### src/hw/rtl/srtt_pkg.sv
// ---------------------------------------------------------------------------
// srtt_pkg: shared types and constants of the retransmit timer table
// Holds the field widths, command and result codes, configuration register
// indexes and reset values, and the control/status bundles between the
// controller and the datapath.
// ---------------------------------------------------------------------------
package srtt_pkg;

    // Field widths of the stream and configuration ports.
    localparam int OP_W       = 2;
    localparam int SESS_W     = 10;
    localparam int KIND_W     = 4;
    localparam int RETRY_W    = 3;
    localparam int RKIND_W    = 2;
    localparam int CFG_IDX_W  = 3;
    localparam int CFG_DATA_W = 32;
    localparam int S_TDATA_W  = 16;
    localparam int M_TDATA_W  = 24;
    localparam int M_USED_W   = SESS_W + KIND_W + RETRY_W;

    // Item operations carried on s_tuser.
    typedef enum logic [OP_W-1:0] {
        OP_RX_LOAD = 2'd0,
        OP_RX_STOP = 2'd1,
        OP_TX_SET  = 2'd2,
        OP_TICK    = 2'd3
    } op_t;

    // Result kinds carried on m_tuser.
    typedef enum logic [RKIND_W-1:0] {
        RK_TIMEOUT  = 2'd0,
        RK_ABORT_TX = 2'd1,
        RK_ABORT_RX = 2'd2
    } rkind_t;

    // Configuration register indexes.
    typedef enum logic [CFG_IDX_W-1:0] {
        CFG_RELOAD  = 3'd0,
        CFG_FIRST   = 3'd1,
        CFG_SECOND  = 3'd2,
        CFG_THIRD   = 3'd3,
        CFG_FINAL   = 3'd4,
        CFG_LIMIT   = 3'd5,
        CFG_SYN     = 3'd6
    } cfg_idx_t;

    // Configuration reset values.
    localparam logic [CFG_DATA_W-1:0] RELOAD_RST = 32'd152588;
    localparam logic [CFG_DATA_W-1:0] FIRST_RST  = 32'd457764;
    localparam logic [CFG_DATA_W-1:0] SECOND_RST = 32'd915527;
    localparam logic [CFG_DATA_W-1:0] THIRD_RST  = 32'd1831055;
    localparam logic [CFG_DATA_W-1:0] FINAL_RST  = 32'd4577637;
    localparam logic [RETRY_W-1:0]    LIMIT_RST  = 3'd4;
    localparam logic [KIND_W-1:0]     SYN_RST    = 4'd4;

    // Commands from the controller to the datapath.
    typedef struct packed {
        logic clear_wr;   // write zero at the clearing pointer
        logic item_load;  // capture the item and read its table entry
        logic commit;     // write the entry back and emit any result
    } srtt_cmd_t;

    // Status from the datapath to the controller.
    typedef struct packed {
        logic clear_last; // clearing pointer is at the last entry
        logic stall;      // result pending but the output register is held
    } srtt_sts_t;

endpackage

### src/hw/rtl/srtt_ctrl.sv
// ---------------------------------------------------------------------------
// srtt_ctrl: sequencing controller of the retransmit timer table
// Runs the clearing pass after reset, then alternates between accepting an
// item (table read) and executing it (update, write-back, result).
// ---------------------------------------------------------------------------
module srtt_ctrl (
    input  logic              aclk,
    input  logic              aresetn,
    input  logic              s_tvalid,
    output logic              s_tready,
    input  srtt_pkg::srtt_sts_t sts,
    output srtt_pkg::srtt_cmd_t cmd
);
    import srtt_pkg::*;

    typedef enum logic [2:0] {
        ST_CLEAR = 3'b001,
        ST_IDLE  = 3'b010,
        ST_EXEC  = 3'b100
    } state_t;

    state_t state_reg;
    state_t state_next;

    // State register.
    always_ff @(posedge aclk) begin
        if (!aresetn) begin
            state_reg <= ST_CLEAR;
        end else begin
            state_reg <= state_next;
        end
    end

    // Next state and commands.
    always_comb begin
        state_next    = state_reg;
        cmd.clear_wr  = 1'b0;
        cmd.item_load = 1'b0;
        cmd.commit    = 1'b0;
        s_tready      = 1'b0;
        unique case (state_reg)
            ST_CLEAR: begin
                cmd.clear_wr = 1'b1;
                if (sts.clear_last) begin
                    state_next = ST_IDLE;
                end
            end
            ST_IDLE: begin
                s_tready      = 1'b1;
                cmd.item_load = s_tvalid;
                if (s_tvalid) begin
                    state_next = ST_EXEC;
                end
            end
            ST_EXEC: begin
                // Hold the entry while a new result cannot be registered.
                if (!sts.stall) begin
                    cmd.commit = 1'b1;
                    state_next = ST_IDLE;
                end
            end
            default: begin
                state_next = ST_CLEAR;
            end
        endcase
    end

endmodule

### config.mk
export PLATFORM = sky130hd
export DESIGN_NAME = srtt_ctrl
export DESIGN_NICKNAME = d
export VERILOG_FILES = /design/src/hw/rtl/srtt_pkg.sv /design/src/hw/rtl/srtt_ctrl.sv
export SDC_FILE = /design/constraint.sdc
export NUM_CORES = 1
export LEC_CHECK = 0
export ABC_AREA = 1
export BUFFER_PORTS_ARGS = -buffer_cell sky130_fd_sc_hd__buf_2
export CAP_MARGIN = 15
export CORE_AREA = 3 3 40 42
export DETAILED_ROUTE_END_ITERATION = 12
export DIE_AREA = 0 0 43 45
export REMOVE_ABC_BUFFERS = 1
export SYNTH_ARGS = -nofsm -noshare
export SYNTH_HDL_FRONTEND = slang
export SYNTH_SLANG_ARGS = --single-unit
### constraint.sdc
create_clock -name aclk -period 2.1 [get_ports aclk]
set_input_delay 0.42 -clock aclk [delete_from_list [all_inputs] [get_ports aclk]]
set_output_delay 0.42 -clock aclk [all_outputs]
set_load 0.02 [all_outputs]
==> impl_metrics.env <==
export IMPL_area_delta_synth_final_pct=53.1
export IMPL_grt_max_degree=5
export IMPL_clock_skew_ns=0.000537
export IMPL_n_fill_cell=160
export IMPL_via_count=193
export IMPL_dpl_cell_area_um2=219
export IMPL_finalHoldViolCount=0
export IMPL_cellPowerDensity_nw_per_um2=961
export IMPL_cts_path_max_buffers=2
export IMPL_design_area_um2=245
export IMPL_fin_crit_sh_pct=69.7
export IMPL_finalMaxSlewViolations=0
export IMPL_setup_violations=0
export IMPL_drc=0
export IMPL_layout_drive_gt1_share_pct=28.9
export IMPL_cts_sinks=3
export IMPL_cp_required_ns=1.68
export IMPL_synth_top_area_cell="dfxtp_1"
export IMPL_multiInputGateArea_um2=77.6
export IMPL_rsz0062_at_grt="false"
export IMPL_ctsHoldBuffers=0
export IMPL_antenna_found_initial=0
export IMPL_core_area_um2=1280
export IMPL_initial_core_util_pct=12.5
export IMPL_maxSlewHeadroom_pct=91.5
export IMPL_critical_path_class="flip-flop to output pin"
export IMPL_insertion_delay_ns=0.23
export IMPL_period_minus_slack_ns=1.46
export IMPL_root_buffer="clkbuf_4"
export IMPL_netlist_top_cells_area="dfxtp_1 38%, nand3_1 19%, inv_1 14%, nor2_1 14%, nand2_1 7.0%"
export IMPL_critPathLaunchType="flip-flop"
export IMPL_regArea_um2=60.1
export IMPL_synth_top_area_share_pct=37.5
export IMPL_die_w_um=43
export IMPL_routed_wl_um=374
export IMPL_grt_util_all_layers_pct=5.91
export IMPL_final_util_pct=19.1
export IMPL_syn_cell_area_um2=160
export IMPL_clkTransAtPathRegs_ns=0.04
export IMPL_ys_ff_latch=3
export IMPL_cap_viol_max_count=0
export IMPL_largest_reg_flops=3
export IMPL_post_cts_setup_buffers=0
export IMPL_io_pins=9
export IMPL_arrival_ns=1.04
export IMPL_clock_fmax_mhz=683
export IMPL_ant_nets=0
export IMPL_cts_repair_resized=0
export IMPL_avgViaCountPerCell=3.64
export IMPL_synth_warnings=0
export IMPL_numCtsBuffers=3
export IMPL_cts_tree="done"
export IMPL_grt_pass1_vias=199
export IMPL_die_area_um2=1940
export IMPL_hpwl_um=318
export IMPL_avgRoutedWirePerCell_um=7.06
export IMPL_outcome="complete, no violations"
export IMPL_cts_max_level=1
export IMPL_seq_area_frac_synth_pct=37.5
export IMPL_place_gp_congestion=0.682
export IMPL_synth_cell_types=7
export IMPL_die_y_um=45
export IMPL_worst_pin_slew_ns=0.128
export IMPL_drt_iter0_markers=2
export IMPL_port_buffers=8
export IMPL_drt_pass1_iterations=2
export IMPL_p_leak_nw=0.148
export IMPL_min_path_type="input pin to flip-flop"
export IMPL_grt_overflow_total=0
export IMPL_diodes=0
export IMPL_synth_area_per_cell_um2=6.16
export IMPL_vdd_drop_max_uv=233
export IMPL_critPathCaptureType="output pin"
export IMPL_fin_tns_setup_ns=0
export IMPL_synthCells=26
export IMPL_num_rows=13
export IMPL_grt_pass1_wl_um=738
export IMPL_nNetsFinal=44
export IMPL_worst_path_max_fanout=4
-- layer usage --
metal | vias to the layer above | track usage (%) | wire [µm]
li1 | 106 | - | -
met1 | 77 | 4.33 | 132
met2 | 8 | 7.78 | 160
met3 | 2 | 5.98 | 66
met4 | 0 | 7.23 | 14
met5 | - | 0 | 0
-- cell type report --
cell class | instances | share of cell area, %
Tap cell | 15 | 7.65
Timing Repair Buffer | 8 | 16.3
Sequential cell | 3 | 24.5
Clock buffer | 4 | 10.7
Inverter | 6 | 9.18
Multi-Input combinational cell | 17 | 31.6
-- through the flow --
| step | cells | setup WS (ns) | power (mW) | hold slack (ns) |
|---|---|---|---|---|
| 2_1_floorplan | 26 | 0.871 | 0.118 | 0.504 |
| 3_3_place_gp | 49 | 0.831 | 0.137 | 0.547 |
| 3_5_place_dp | 49 | 0.827 | 0.137 | 0.539 |
| 4_1_cts | 53 | 0.623 | 0.242 | 0.393 |
| 5_1_grt | 53 | 0.521 | 0.261 | 0.401 |
| 6_report | 53 | 0.636 | 0.236 | 0.397 |
-- worst max-delay path: stages, from the launching register on --
cell and delay, ns:
dfxtp_1 0.32, nor2_1 0.13, nand2_1 0.09, nor2_1 0.10
buf_2 0.17
-- cell usage after synthesis --
| cell type | n |
|---|---|
| nand4_1 | 1 |
| nand2_1 | 3 |
| nand3_1 | 6 |
| a21boi_1 | 1 |
| dfxtp_1 | 3 |
| inv_1 | 6 |
| nor2_1 | 6 |
-- power breakdown --
part | total, mW | internal (mW) | switching [mW]
Sequential | 0.0735 | 0.0659 | 0.00755
Combinational | 0.0611 | 0.0232 | 0.0379
Clock | 0.101 | 0.0712 | 0.0299
Total | 0.236 | 0.160 | 0.0753
-- kinds of logic after synthesis --
kind of cell	after synthesis	share of synthesized area, %
flops	3	37.5
buf+inv	6	14.1
simple gates	16	43.8
compound gates	1	4.69
-- path summary, 6_finish.rpt --
kind / start / endpoint / slack, ns / cells after the start
min: aresetn / state_reg[0] / 0.40 / 2
min reg2reg: state_reg[2] / state_reg[2] / 0.54 / 2
max: state_reg[1] / cmd[0] / 0.64 / 4
max reg2reg: state_reg[1] / state_reg[1] / 1.27 / 5
-- placed cells by master (no fill, tap or decap), drive strengths merged --
master / n
nand3: 6
a21boi: 1
inv: 6
clkbuf: 4
nor2: 6
nand2: 3
dfxtp: 3
buf: 8
nand4: 1
No activity file was read; power rests on OpenSTA's default activity.
